## config.mk

```make
export PLATFORM = sky130hd
export DESIGN_NAME = l3g_ram
export DESIGN_NICKNAME = d
export VERILOG_FILES = /design/src/design/l3g_ram.sv
export SDC_FILE = /design/constraint.sdc
export NUM_CORES = 2
export LEC_CHECK = 0
export BUFFER_PORTS_ARGS = -buffer_cell sky130_fd_sc_hd__buf_2
export CAP_MARGIN = 0
export CELL_PAD_IN_SITES_DETAIL_PLACEMENT = 0
export CELL_PAD_IN_SITES_GLOBAL_PLACEMENT = 1
export CORE_ASPECT_RATIO = 2
export CORE_MARGIN = 3
export CORE_UTILIZATION = 55
export DETAILED_ROUTE_END_ITERATION = 8
export MAX_ROUTING_LAYER = met4
export PLACE_DENSITY_LB_ADDON = 0.25
export SLEW_MARGIN = 20
export SYNTH_ARGS = -nofsm -noshare
export SYNTH_HDL_FRONTEND = slang
export SYNTH_SLANG_ARGS = --single-unit
```

## constraint.sdc

```tcl
create_clock -name clk -period 5.95 [get_ports clk]
set_input_delay 0.8925 -clock clk [delete_from_list [all_inputs] [get_ports clk]]
set_output_delay 0.8925 -clock clk [all_outputs]
set_load 0.03 [all_outputs]
```

## src/design/l3g_ram.sv

```systemverilog
module l3g_ram #(
    parameter int WIDTH = 16,
    parameter int DEPTH = 256
) (
    input  logic                     clk,
    input  logic                     we,
    input  logic [$clog2(DEPTH)-1:0] waddr,
    input  logic [WIDTH-1:0]         wdata,
    input  logic [$clog2(DEPTH)-1:0] raddr,
    output logic [WIDTH-1:0]         rdata
);

    logic [WIDTH-1:0] mem_reg [DEPTH];
    logic [WIDTH-1:0] rdata_reg;

    always_ff @(posedge clk)
    begin
        if (we)
        begin
            mem_reg[waddr] <= wdata;
        end
        rdata_reg <= mem_reg[raddr];
    end

    assign rdata = rdata_reg;

endmodule

```

==> impl_results.md <==
- Status: completed
- RSZ-0062 raised after global routing: false
- P_leak: 56.0 nW
- Core footprint: between 0.2 and 0.3 sq mm
- Worst hold path endpoint: mem_reg[91][1]
- Req. time, crit path: 6.78 ns
- Crit Path Class: in -> reg
- Placement Rows: between 200 and 300
- Distinct cells, synth: 52
- Actual slew at the worst max-slew pin: 1.29 ns
- Cts-stage hold buffer count: 0
- PwrDens: approximately 330 mW/mm^2
- HP Start: wdata[1]
- Nets: ~7.8k
- Period utilisation layout: 74.2%
- Top cell by count, worst path: buf_12
- Via count: roughly 79k
- Most frequent cells in the layout: edfxtp_1 (4096), mux4_2 (797), mux2i_1 (565)
- All-Layer GR Usage: 30.9%
- Post-synthesis sequential area ratio: between 70% and 80%
- Hold path cells: 1
- Area grow syn2layout: 11.6%
- Largest fanout on the critical path: between 60 and 70
- Wirelength, routed: between 400 and 500 mm
- Critical Path AT: between 5 and 6 ns
- Number of I/O port buffers: between 40 and 50
- Worst reg2reg path depth: 6
- Initial antenna violation count: 25
- First-pass GRT wire length: 617 mm
- Reg area: approximately 0.12 sq mm
- Area of the multi-input gates: 0.0330 sq mm
- Hold/Removal Path Class: in -> reg
- Number of flops mapped to enable cells by yosys: about 4k
- Vias in the first global route: between 70k and 80k
- Peak VDD IR: ~0.28 mV
- Placed Area: between 0.15 and 0.2 sq mm
- Drt wl/cell: around 37 um
- Setup bufs post-CTS: 0
- Setup TNS: 0 ns
- CTS H-tree depth: 5
- Endpoints failing setup: 0
- Worst R2R Start: mem_reg[10][2]
- Cell Area, Synth: approximately 0.16 sq mm
- Flip-flop count of the largest register after layout: 4096
- DRC viols: 0
- Layout Skew: ~0.042 ns
- HPWL after DPL: ~280 mm
- Vias/cell: about 6.6
- Syn Area/Cell: 21.6 sq um
- CP top delay family: compound AO/OA/AOI/OAI gates
- Placed cell count: 11.2k
- YS warnings: 0
- Clock transition at the registers of the reported paths: 0.07 ns
- DRT antenna net count: 0
- Minimum clock period: ~4.4 ns
- Critical path, cell by cell: buf_12, buf_12, buf_12, buf_12, mux2i_1, o221ai_1, o22ai_1, a22oi_1, nand3_1, nor4_1
- Die Y: 766 um
- Fin cells: approximately 12k
- Fillers: 19.5k
- Final instance area: 0.177 sq mm
- Hold Worst Slack: between 0.3 and 0.4 ns
- Root buffer cell: clkbuf_16
- Die W: about 390 um
- GPL Wtd Cong: 0.982
- Total clock buffers created by CTS: ~350
- Post-Syn Nets: 7394
- Initial DRC count: roughly 9.0k
- Fin. Hold Viols: 0
- DRT Pass-1 Iters: 8
- PostCTS Resize Cnt: 0
- Initial core utilization: between 50 and 60%
- # Max-Cap Violations: 0
- IO Pins: 50
- Commonest non-fill, non-tap cell in the layout: edfxtp_1
- Ys async rst share: 0%
- Skew-Pair Late Insertion Delay: about 0.95 ns
- Buf/Inv on CP: 4
- GRT overflow: 0
- Dominant synthesized flop cell: edfxtp_1
- Worst stage delay on the critical path: between 0.9 and 1 ns
- Crit end category: flop
- CTS Buffer Depth: 4
- Setup crit start kind: input port
- CTS sink count: just over 4k
- Fmax achieved: approximately 0.23 GHz
- Worst reg-to-reg setup slack: approximately 2.6 ns
- Fin. max-slew vios: 0
- Largest net degree at the start of global routing: between 150 and 200
- Crit-path slowest cell: a22oi_1
- CTS tree: built
- Die ar.: approximately 0.30 sq mm
- Syn Inst Count: 7360
- Layout cells sized above 1: about a quarter
- Rel. slew slack: ~14%
- Reg-to-reg endpoint: rdata[2]
- FF+latch count, synth: approximately 4.1k
[final cells by class]
type                            count  area share [%]
Timing Repair Buffer              525            2.70
Sequential cell                  4112            69.6
Clock buffer                      413            5.12
Inverter                            4          0.0155
Tap cell                         3780            2.67
Multi-Input combinational cell   2792            18.6
Clock inverter                    208            1.19
Antenna cell                       35          0.0495
[cells in the mapped netlist (4+ instances only)]
cell type	number	area, sq um
edfxtp_1	4096	123000
mux4_2	797	17900
mux2i_1	565	5660
nor2_1	304	1140
o221ai_1	252	2210
clkbuf_1	230	863
a21oi_1	175	876
o22ai_1	148	926
nor3_1	92	460
mux2_2	88	991
buf_6	77	867
buf_2	76	380
a22oi_1	43	323
nand2_1	38	143
o21ai_0	37	185
nand3_1	35	175
a22o_1	32	280
a221oi_1	28	245
buf_1	27	101
buf_4	26	195
nand4_1	26	163
o32ai_1	20	175
a211oi_1	18	135
nor4_1	17	106
dfxtp_1	16	320
o31ai_1	16	120
and3_1	11	68.8
buf_8	11	165
nor2b_1	9	56.3
a2111oi_0	6	52.6
a31oi_1	6	37.5
buf_12	5	100
or2_2	4	25.0
[cells by family (layout without fill, tap and decap cells)]
kind of cell	after synthesis	count (layout)	synth area share (%)
DFF	4112	4112	77.7
AOI/OAI and AO/OA	786	786	3.54
buffers and inverters	456	1150	1.69
other	0	35	0
and+or+nand+nor	556	556	1.57
muxes	1450	1450	15.5
[how the worst max path moves through the flow]
stage / from / end / slack, ns / depth (start not counted)
final: raddr[0] / rdata[8] / 1.54 / 10
after global routing: raddr[0] / rdata[8] / 1.64 / 10
after CTS: raddr[0] / rdata[0] / 1.64 / 9
after detailed placement: raddr[0] / rdata[0] / 0.70 / 9
after global placement: raddr[1] / rdata[2] / 0.54 / 8
after floorplan: waddr[3] / mem_reg[235][0] / 2.89 / 6
[metrics by stage]
step | setup WS (ns) | power (mW) | utilization, %
2_1_floorplan | 2.89 | 34.2 | -
3_3_place_gp | 0.544 | 35.6 | 57.7
3_5_place_dp | 0.702 | 35.7 | 57.8
4_1_cts | 1.64 | 58.2 | 61.6
5_1_grt | 1.64 | 59.3 | 61.7
6_report | 1.54 | 57.9 | 61.7
[where the power goes]
group	internal [mW]	switching [mW]	total (mW)
Sequential	31.9	0.0536	32.0
Combinational	1.02	2.08	3.11
Clock	12.6	10.2	22.8
Total	45.6	12.3	57.9
[layer usage]
metal	up-vias	global-route usage (%)	routed length, um
met4	0	22.4	40400
met2	3670	52.0	230000
met1	41848	33.9	140000
li1	32051	-	-
met3	952	3.90	28300
met5	-	-	0
No activity file was read; power rests on OpenSTA's default activity.
