==> src/design/l3g_pkg.sv <==
package l3g_pkg;

    localparam int MAX_DIM     = 16;
    localparam int COORD_W     = $clog2(MAX_DIM);
    localparam int DIM_W       = COORD_W + 1;
    localparam int ROW_W       = MAX_DIM;
    localparam int ROW_ADDR_W  = 2 * COORD_W;
    localparam int ROW_COUNT   = MAX_DIM * MAX_DIM;
    localparam int CNT_W       = 5;
    localparam int OP_W        = 2;
    localparam int IN_TDATA_W  = 16;
    localparam int OUT_TDATA_W = 8;
    localparam int CFG_INDEX_W = 2;
    localparam int TAP_W       = 4;

    localparam logic [OP_W-1:0] OP_WRITE = 2'd0;
    localparam logic [OP_W-1:0] OP_READ  = 2'd1;
    localparam logic [OP_W-1:0] OP_STEP  = 2'd2;

    localparam logic [CFG_INDEX_W-1:0] CFG_GRID_WIDTH  = 2'd0;
    localparam logic [CFG_INDEX_W-1:0] CFG_GRID_HEIGHT = 2'd1;
    localparam logic [CFG_INDEX_W-1:0] CFG_GRID_DEPTH  = 2'd2;

    localparam logic [CNT_W-1:0] KEEP_COUNT  = 5'd2;
    localparam logic [CNT_W-1:0] BIRTH_COUNT = 5'd3;

    typedef struct packed {
        logic clear;
        logic accum;
        logic center;
    } lane_ctrl_t;

endpackage

==> src/design/l3g_lanes.sv <==
module l3g_lanes (
    input  logic                      clk,
    input  logic                      rst_n,
    input  l3g_pkg::lane_ctrl_t       ctrl,
    input  logic [l3g_pkg::ROW_W-1:0] row,
    input  logic [l3g_pkg::ROW_W-1:0] live,
    output logic [l3g_pkg::ROW_W-1:0] next_row
);
    import l3g_pkg::*;

    logic [CNT_W-1:0] count_reg  [ROW_W];
    logic [CNT_W-1:0] count_next [ROW_W];
    logic [1:0]       tap_sum    [ROW_W];
    logic [ROW_W+1:0] pad;

    // Each lane adds the three cells of the row around its column; the center
    // row leaves out the cell itself.
    always_comb
    begin
        pad = {1'b0, row, 1'b0};
        for (int i = 0; i < ROW_W; i++)
        begin
            tap_sum[i] = {1'b0, pad[i]} + {1'b0, pad[i+2]}
                         + {1'b0, pad[i+1] & ~ctrl.center};
            if (ctrl.clear)
            begin
                count_next[i] = '0;
            end
            else if (ctrl.accum)
            begin
                count_next[i] = count_reg[i] + CNT_W'(tap_sum[i]);
            end
            else
            begin
                count_next[i] = count_reg[i];
            end
            if (live[i])
            begin
                next_row[i] = (count_reg[i] == KEEP_COUNT) || (count_reg[i] == BIRTH_COUNT);
            end
            else
            begin
                next_row[i] = (count_reg[i] == BIRTH_COUNT);
            end
        end
    end

    always_ff @(posedge clk or negedge rst_n)
    begin
        if (!rst_n)
        begin
            for (int i = 0; i < ROW_W; i++)
            begin
                count_reg[i] <= '0;
            end
        end
        else
        begin
            for (int i = 0; i < ROW_W; i++)
            begin
                count_reg[i] <= count_next[i];
            end
        end
    end

endmodule

==> config.mk <==
export PLATFORM = sky130hd
export DESIGN_NAME = l3g_lanes
export DESIGN_NICKNAME = d
export VERILOG_FILES = /design/src/design/l3g_pkg.sv /design/src/design/l3g_lanes.sv
export SDC_FILE = /design/constraint.sdc
export NUM_CORES = 1
export LEC_CHECK = 0
export ABC_AREA = 0
export BUFFER_PORTS_ARGS = -buffer_cell sky130_fd_sc_hd__buf_2
export CORE_MARGIN = 10
export CORE_UTILIZATION = 59
export CTS_BUF_LIST = sky130_fd_sc_hd__clkbuf_8 sky130_fd_sc_hd__clkbuf_16
export DETAILED_ROUTE_END_ITERATION = 10
export HOLD_SLACK_MARGIN = 0.06
export PLACE_DENSITY = 0.91
export SYNTH_ARGS = -nofsm -noshare
export SYNTH_HDL_FRONTEND = slang
export SYNTH_SLANG_ARGS = --single-unit
==> constraint.sdc <==
create_clock -name clk -period 1.8 [get_ports clk]
set_input_delay 0.09 -clock clk [delete_from_list [all_inputs] [get_ports clk]]
set_output_delay 0.09 -clock clk [all_outputs]
set_load 0.01 [all_outputs]
==> reports/results.ini, run 1 <==
[status]
status=complete, no violations

[cts]
cts_tree=built
cts.sinks=80
htree_levels=3
clk_latency_ns=0.36
cts_buffers=9
clock_path_buffers=2
cts-root-buf=clkbuf_8
path_clk_slew_ns=0.09

[floorplan]
initial_core_util_pct=59.9
io_pins=53
rows=33
dieArea_um2=12200
fp.dieW_um=111
core-area_um2=8090
fp.dieH_um=111

[synthesis]
syn-num-nets=546
yosysSeqAreaShare_pct=41.3
synth_top_area_cell=dfrtp_1
synthesis.area_um2=4850
yosys-top-cells-area=dfrtp_1 41%, fa_1 12%, ha_1 7.7%, mux2i_1 6.2%, xor2_1 6.1%
synth_top_family_by_area=adder cells
synth_top_area_share_pct=41.3
synth_simple_gate_area_share_pct=16.5
synth_seq_cells=80
syn_area_per_cell_um2=10.8
syn-instance-count=449
synth-xor-area-share_pct=6.14
synth_compound_area_share_pct=7.12
ys_warn_count=0
muxShareOfSynthArea_pct=6.19
synthAdderAreaFrac_pct=20.1
synth.distinct_cells=22

[critical_path]
path_max_fanout=16
critical_path_class=in -> reg
required_ns=2.04
critPathCapture=count_reg[44]$_DFFE_PN0P_
r2r_cells=5
r2r_slack_ns=0.22
cp-startpoint=ctrl[0]
cp-end-kind=flop
arrival_ns=1.92
crit_path_start_kind=input pin
worstReg2RegStart=count_reg[40]$_DFFE_PN0P_
r2r-end=count_reg[44]$_DFFE_PN0P_

[global_routing]
grt_max_degree=81
grt_usage_pct=17.0
first_global_vias=3842
antenna_found_initial=0
grt_pass1_wl_mm=17.7
grt-ovfl-total=0

[timing]
clock_skew_ns=0.0125
holdWs_ns=0.188
fin_crit_sh_pct=93.6
slew_headroom_pct=59.7
min_period_ns=1.68
setup_violations=0
drv_slew=0
rsz0062_at_grt=no
hold_viol=0
tightest_slew_ns=0.604
max_freq_mhz=594
worst_slack_ns=0.115

[final_layout]
utilization_pct=68.3
most-common-layout-cells=80 x dfrtp_1, 68 x nor2_1, 50 x buf_2, 34 x xor2_1
ff_latch_area_um2=2000
drive_gt1_share_pct=16.5
area_growth_pct=14.0
multi_input_area_um2=2720
antenna_cells=0
fill_cells=597
nets=608
stdcell_count=621
largest_reg_flops=80
layout.cells.most_common=dfrtp_1

[power]
power_leakage_nw=2.67
p_seq_share_pct=47.1
power_density_nw_per_um2=786
p_sw_share_pct=29.8
pwr-share-comb_pct=21.1
pwr-share-clk_pct=31.8
switchingPower_mw=1.29
intPower_mw=3.05
ir_drop_mv=0.420

[detailed_routing]
drtPass1Iterations=5
drc=0
drtAntennaViolNets=0
wire_per_inst_um=16.3
vias=3613
drt_iter0_markers=167
avgViaCountPerCell=5.82
drt-total-wl_mm=10.1

[place]
gp_congestion=0.843
place_inst=604
dp_hpwl_mm=7.09
io_buffers=52
dp_slack_ns=-0.298

[run]
cap_violations=0

[hold_path]
min_path_type=in -> reg

==> per-layer routing <==
layer | global-route usage (%) | vias to the layer above | share of wire, %
li1 | - | 1669 | -
met1 | 20.0 | 1824 | 42
met2 | 29.3 | 89 | 52
met3 | 2.71 | 31 | 3.4
met4 | 8.42 | 0 | 3.0
met5 | 0 | - | 0
==> worst max-delay path: stages <==
cell and delay (ns):
buf_4 0.18, nor2b_1 0.15, fa_1 0.46, ha_2 0.22, fa_1 0.41, nand4_1 0.13, xor2_1 0.21, nor2_1 0.06
==> how the worst min path moves through the flow <==
stage	to	startpoint	slack, ns	depth (start not counted)
6_report	count_reg[0]$_DFFE_PN0P_	row[15]	0.19	4
5_1_grt	count_reg[0]$_DFFE_PN0P_	row[15]	0.20	4
4_1_cts	count_reg[0]$_DFFE_PN0P_	row[15]	0.19	4
3_5_place_dp	count_reg[23]$_DFFE_PN0P_	rst_n	0.14	1
3_3_place_gp	count_reg[23]$_DFFE_PN0P_	rst_n	0.14	1
2_1_floorplan	count_reg[0]$_DFFE_PN0P_	rst_n	-0.21	0
==> cell families (layout without fill, tap and decap cells) <==
logic type | after synthesis | after routing
adder cells (fa/ha/maj) | 60 | 60
flip-flops | 80 | 80
AO/OA/AOI/OAI | 60 | 60
multiplexers | 30 | 30
buffers and inverters | 25 | 92
XOR/XNOR | 34 | 34
AND/OR/NAND/NOR | 160 | 160
==> cell usage after synthesis <==
cell and number:
nand4_1 16, o21a_1 16, nor2b_1 12, a211oi_1 2, nor4b_1 16, nor2_1 68, or3_1 14, nand2b_1 2
nand4b_1 2, buf_2 2, fa_1 30, dfrtp_1 80, nand2_1 30, a21oi_1 28, ha_1 30, inv_1 6
o21ai_0 14, clkbuf_1 10, buf_6 1, xor2_1 34, mux2i_1 30, buf_4 6
==> area by class of cell <==
type	count	share of cell area, %
clock buffer	11	2.74
sequential	80	36.2
inverter	6	0.408
clock inverter	5	0.996
timing repair buffer	70	7.97
tap	105	2.38
multi-input combinational	344	49.3
==> through the flow <==
| stage | cell area, µm² | total power, mW | setup TNS (ns) |
|---|---|---|---|
| floorplan | 4850 | 2.65 | 0 |
| global placement | 5300 | 2.91 | -6.02 |
| detailed placement | 5300 | 2.98 | -9.58 |
| CTS | 5520 | 4.37 | 0 |
| global route | 5530 | 4.58 | 0 |
| finish | 5530 | 4.34 | 0 |
==> repair_timing <==
action / CTS / global route
endpoints found under the hold margin: 44 / 0
endpoints found under the setup margin: 1 / 1
hold buffers: 1 / 0
pin swaps: 0 / 2
gates resized for setup: 1 / 1
setup buffers: 0 / 0
==> power groups by stage <==
stage                     registers [mW]  clock network [mW]  logic [mW]
final                               2.04                1.38       0.918
after global routing                2.06                1.46        1.06
after CTS                           2.04                1.39       0.931
after detailed placement            2.07                   0       0.908
after global placement              2.07                   0       0.844
after floorplan                     2.04                   0       0.603
(Power assumes the default switching activity.)
==> inputs of run 2 (changes only) <==
- CORE_UTILIZATION: 59 -> 50
- PLACE_DENSITY: 0.91 -> 0.81
==> reports/results.ini, run 2 (same netlist as run 1, synthesis figures left out) <==
[floorplan]
fp.dieW_um=118  ; was 111 µm
fp.dieH_um=118  ; was 111 µm
core-area_um2=9330  ; was 8090 µm²
initial_core_util_pct=52.0  ; was 59.9%
rows=35  ; was 33
io_pins=53  ; unchanged
dieArea_um2=14000  ; was 12200 µm²

[cts]
htree_levels=3  ; unchanged
cts-root-buf=clkbuf_8  ; unchanged
clk_latency_ns=0.35  ; was 0.36 ns
path_clk_slew_ns=0.08  ; was 0.09 ns
cts.sinks=80  ; unchanged
cts_tree=built  ; unchanged
cts_setup_buffers=0  ; unchanged
clock_path_buffers=2  ; unchanged
cts_buffers=9  ; unchanged

[timing]
setup_violations=0  ; unchanged
worst_slack_ns=0.101  ; was 0.115 ns
clock_skew_ns=0.0134  ; was 0.0125 ns
min_period_ns=1.70  ; was 1.68 ns
fin_crit_sh_pct=94.4  ; was 93.6%
rsz0062_at_grt=no  ; unchanged
tightest_slew_ns=0.475  ; was 0.604 ns
holdWs_ns=0.209  ; was 0.188 ns
max_freq_mhz=588  ; was 594 MHz
fin_tns_setup_ns=0  ; unchanged
drv_slew=0  ; unchanged
hold_viol=0  ; unchanged
slew_headroom_pct=67.9  ; was 59.7%

[detailed_routing]
wire_per_inst_um=15.3  ; was 16.3 µm
drtPass1Iterations=4  ; was 5
drtAntennaViolNets=0  ; unchanged
vias=3463  ; was 3613
drt-total-wl_mm=9.88  ; was 10.1 mm
drt_iter0_markers=200  ; was 167
avgViaCountPerCell=5.38  ; was 5.82
drc=0  ; unchanged

[final_layout]
stdcell_count=644  ; was 621
most-common-layout-cells=80 x dfrtp_1, 68 x nor2_1, 50 x buf_2, 34 x xor2_1  ; unchanged
drive_gt1_share_pct=16.1  ; was 16.5%
nets=608  ; unchanged
antenna_cells=0  ; unchanged
layout.cells.most_common=dfrtp_1  ; unchanged
area_growth_pct=15.1  ; was 14.0%
utilization_pct=59.8  ; was 68.3%
largest_reg_flops=80  ; unchanged

[critical_path]
arrival_ns=1.91  ; was 1.92 ns
crit_path_start_kind=input pin  ; unchanged
required_ns=2.02  ; was 2.04 ns
cp-end-kind=flop  ; unchanged
path_max_fanout=16  ; unchanged
critical_path_class=in -> reg  ; unchanged

[status]
status=complete, no violations  ; unchanged

[global_routing]
grt_pass1_wl_mm=17.3  ; was 17.7 mm
grt_usage_pct=14.5  ; was 17.0%
grt_max_degree=81  ; unchanged
grt-ovfl-total=0  ; unchanged
antenna_found_initial=0  ; unchanged
first_global_vias=3799  ; was 3842

[power]
pwr-share-comb_pct=20.4  ; was 21.1%
p_sw_share_pct=28.0  ; was 29.8%
pwr-share-clk_pct=33.3  ; was 31.8%
switchingPower_mw=1.24  ; was 1.29 mW
intPower_mw=3.18  ; was 3.05 mW
power_leakage_nw=2.69  ; was 2.67 nW
ir_drop_mv=0.442  ; was 0.420 mV
p_seq_share_pct=46.3  ; was 47.1%
power_density_nw_per_um2=791  ; was 786 nW/µm²

[place]
io_buffers=52  ; unchanged
dp_hpwl_mm=7.23  ; was 7.09 mm
place_inst=628  ; was 604
gp_congestion=0.818  ; was 0.843
dp_slack_ns=-0.272  ; was -0.298 ns

[run]
cap_violations=0  ; unchanged

[hold_path]
min_path_type=in -> reg  ; unchanged

run 2: cell count changes in the layout (fill, tap and decap cells not counted), sizes merged:
cell / delta
inv: -1
clkbuf: +1
clkinvlp: -1
buf: -1
bufinv: +1
run 2: worst max-delay path, stage by stage:
cell	delay (ns)
clkbuf_4	0.20
nor2b_1	0.18
fa_1	0.45
ha_1	0.23
fa_1	0.40
nand4_1	0.13
xor2_1	0.16
nor2_1	0.05
run 2: path summary, 6_finish.rpt:
kind	start	endpoint	slack [ns]	cells after the start
max in group asynchronous	rst_n	count_reg[2]$_DFFE_PN0P_	1.00	3
hold / removal	row[0]	count_reg[75]$_DFFE_PN0P_	0.21	4
setup / recovery	ctrl[0]	count_reg[59]$_DFFE_PN0P_	0.10	8
setup reg to reg	count_reg[75]$_DFFE_PN0P_	count_reg[79]$_DFFE_PN0P_	0.21	7
min in group asynchronous	rst_n	count_reg[25]$_DFFE_PN0P_	0.22	2
hold reg to reg	count_reg[39]$_DFFE_PN0P_	count_reg[39]$_DFFE_PN0P_	0.55	2
run 2: cell type report:
cell class	instances	area, µm²
Fill cell	759	3750
Multi-Input combinational cell	344	2720
Sequential cell	80	2000
Timing Repair Buffer	70	453
Tap cell	129	161
Clock buffer	11	151
Clock inverter	4	68.8
Inverter	6	22.5
run 2: power by group through the flow:
stage                     clock [mW]  combinational (mW)  sequential [mW]
final                           1.47               0.899             2.04
after global routing            1.59                1.04             2.07
after CTS                       1.51               0.917             2.04
after detailed placement           0               0.909             2.08
after global placement             0               0.851             2.07
after floorplan                    0               0.603             2.04
run 2: per-layer routing:
metal | global-route usage, % | share of wire [%] | wire, µm | vias to the layer above
li1 | - | - | - | 1663
met1 | 17.1 | 44 | 4340 | 1730
met2 | 24.9 | 51 | 5050 | 61
met3 | 4.05 | 4.1 | 410 | 9
met4 | 4.35 | 0.83 | 82 | 0
met5 | 0 | 0 | 0 | -
run 2: per-stage QoR:
| step | power (mW) | area (µm²) |
|---|---|---|
| after CTS | 4.47 | 5580 |
| after detailed placement | 2.99 | 5350 |
| after floorplan | 2.65 | 4850 |
| after global routing | 4.71 | 5580 |
| after global placement | 2.92 | 5350 |
| final | 4.41 | 5580 |
run 2: repair_timing:
action | in CTS | in global routing
hold buffers | 1 | 0
setup endpoints to repair | 0 | 4
hold endpoints to repair | 31 | 0
gates resized for setup | 0 | 1
==> inputs of run 3 (changes only) <==
- CTS_BUF_LIST: sky130_fd_sc_hd__clkbuf_8 sky130_fd_sc_hd__clkbuf_16 -> unset
==> reports/results.ini, run 3 (same netlist as run 1, synthesis figures left out) <==
[floorplan]
dieArea_um2=14000  ; unchanged
rows=35  ; unchanged
core-area_um2=9330  ; unchanged
fp.dieW_um=118  ; unchanged
fp.dieH_um=118  ; unchanged
io_pins=53  ; unchanged
initial_core_util_pct=52.0  ; unchanged

[place]
gp_congestion=0.818  ; unchanged
place_inst=628  ; unchanged
dp_slack_ns=-0.272  ; unchanged
placed_area_um2=5350  ; unchanged
io_buffers=52  ; unchanged
dp_hpwl_mm=7.23  ; unchanged

[power]
pwr-share-comb_pct=20.4  ; about the same
p_sw_share_pct=28.0  ; about the same
ir_drop_mv=0.442  ; unchanged
switchingPower_mw=1.24  ; about the same
intPower_mw=3.18  ; about the same
power_leakage_nw=2.69  ; about the same
pwr-share-clk_pct=33.4  ; was 33.3%
p_seq_share_pct=46.3  ; about the same
power_density_nw_per_um2=792  ; was 791 nW/µm²

[final_layout]
antenna_cells=0  ; unchanged
area_growth_pct=15.1  ; unchanged
largest_reg_flops=80  ; unchanged
final_area_um2=5580  ; unchanged
fill_cells=759  ; unchanged
stdcell_count=644  ; unchanged
layout.cells.most_common=dfrtp_1  ; unchanged
utilization_pct=59.8  ; unchanged
nets=608  ; unchanged
most-common-layout-cells=80 x dfrtp_1, 68 x nor2_1, 50 x buf_2, 34 x xor2_1  ; unchanged
drive_gt1_share_pct=16.1  ; unchanged

[critical_path]
path_max_fanout=16  ; unchanged
r2r-end=count_reg[79]$_DFFE_PN0P_  ; unchanged
crit_path_start_kind=input pin  ; unchanged
required_ns=2.02  ; about the same
worstReg2RegStart=count_reg[75]$_DFFE_PN0P_  ; unchanged
cp-end-kind=flop  ; unchanged
r2r_slack_ns=0.21  ; about the same
arrival_ns=1.91  ; about the same
cp-startpoint=ctrl[0]  ; unchanged
critPathCapture=count_reg[59]$_DFFE_PN0P_  ; unchanged
r2r_cells=7  ; unchanged
critical_path_class=in -> reg  ; unchanged

[global_routing]
grt_pass1_wl_mm=17.3  ; unchanged
grt-ovfl-total=0  ; unchanged
first_global_vias=3799  ; unchanged
grt_max_degree=81  ; unchanged
antenna_found_initial=0  ; unchanged
grt_usage_pct=14.5  ; unchanged

[detailed_routing]
drtAntennaViolNets=0  ; unchanged
drt_iter0_markers=200  ; unchanged
wire_per_inst_um=15.3  ; unchanged
drt-total-wl_mm=9.88  ; unchanged
drc=0  ; unchanged
vias=3463  ; unchanged
avgViaCountPerCell=5.38  ; unchanged
drtPass1Iterations=4  ; unchanged

[cts]
htree_levels=3  ; unchanged
path_clk_slew_ns=0.08  ; about the same
cts.sinks=80  ; unchanged
cts-root-buf=clkbuf_8  ; unchanged
clk_latency_ns=0.35  ; about the same
cts_tree=built  ; unchanged
cts_buffers=9  ; unchanged
clock_path_buffers=2  ; unchanged

[timing]
fin_crit_sh_pct=94.4  ; unchanged
tightest_slew_ns=0.475  ; unchanged
min_period_ns=1.70  ; unchanged
rsz0062_at_grt=no  ; unchanged
worst_slack_ns=0.101  ; unchanged
setup_violations=0  ; unchanged
hold_viol=0  ; unchanged
clock_skew_ns=0.0134  ; unchanged
drv_slew=0  ; unchanged
slew_headroom_pct=67.9  ; unchanged
max_freq_mhz=588  ; unchanged

[hold_path]
min_path_type=in -> reg  ; unchanged

[run]
cap_violations=0  ; unchanged

[status]
status=complete, no violations  ; unchanged

==> run 3: cell count changes in the layout (fill, tap and decap cells not counted), sizes merged <==
cell / before / now
clkbuf: 12 / 13
inv: 7 / 6
==> run 3: critical path, cell delays in order <==
cell and delay, ns:
clkbuf_4 0.20, nor2b_1 0.18, fa_1 0.45, ha_1 0.23, fa_1 0.40, nand4_1 0.13
xor2_1 0.16, nor2_1 0.05
==> run 3: power by group through the flow <==
stage | clock network, mW | registers (mW) | logic [mW]
after detailed placement | 0 | 2.08 | 0.909
after floorplan | 0 | 2.04 | 0.603
after global placement | 0 | 2.07 | 0.851
after global routing | 1.60 | 2.07 | 1.04
final | 1.48 | 2.04 | 0.899
after CTS | 1.52 | 2.04 | 0.917
==> run 3: layout make-up <==
class / instances / area [µm²] / area share, %
inverters: 6 / 22.5 / 0.404
multi-input cells: 344 / 2720 / 48.8
well taps: 129 / 161 / 2.89
clock buffers: 12 / 155 / 2.78
repair buffers: 70 / 453 / 8.12
clock inverters: 3 / 65.1 / 1.17
flip-flops and latches: 80 / 2000 / 35.9
==> run 3: worst min-delay path by stage <==
| stage | start | to | cells past startpoint |
|---|---|---|---|
| CTS | row[0] | count_reg[75]$_DFFE_PN0P_ | 4 |
| finish | row[0] | count_reg[75]$_DFFE_PN0P_ | 4 |
| floorplan | rst_n | count_reg[0]$_DFFE_PN0P_ | 0 |
| detailed placement | rst_n | count_reg[25]$_DFFE_PN0P_ | 1 |
| global placement | rst_n | count_reg[25]$_DFFE_PN0P_ | 1 |
| global route | row[0] | count_reg[75]$_DFFE_PN0P_ | 4 |
==> run 3: routing by layer <==
| layer | vias to the layer above | part of all wire [%] | global-route usage, % |
|---|---|---|---|
| li1 | 1663 | - | - |
| met1 | 1730 | 44 | 17.1 |
| met2 | 61 | 51 | 24.9 |
| met3 | 9 | 4.1 | 4.05 |
| met4 | 0 | 0.83 | 4.35 |
| met5 | - | 0 | 0 |
==> run 3: repair_timing <==
| action | CTS | global route |
|---|---|---|
| gates resized for setup | 0 | 1 |
| hold endpoints to repair | 31 | 0 |
| setup endpoints to repair | 0 | 4 |
| hold buffers | 1 | 0 |
| setup buffers | 0 | 0 |
==> run 3: per-stage QoR <==
step	total power [mW]	TNS, ns	hold slack [ns]
floorplan	2.65	0	-0.206
finish	4.42	0	0.209
CTS	4.48	0	0.195
detailed placement	2.99	-8.13	0.0734
global placement	2.92	-6.16	0.0786
global route	4.71	0	0.222
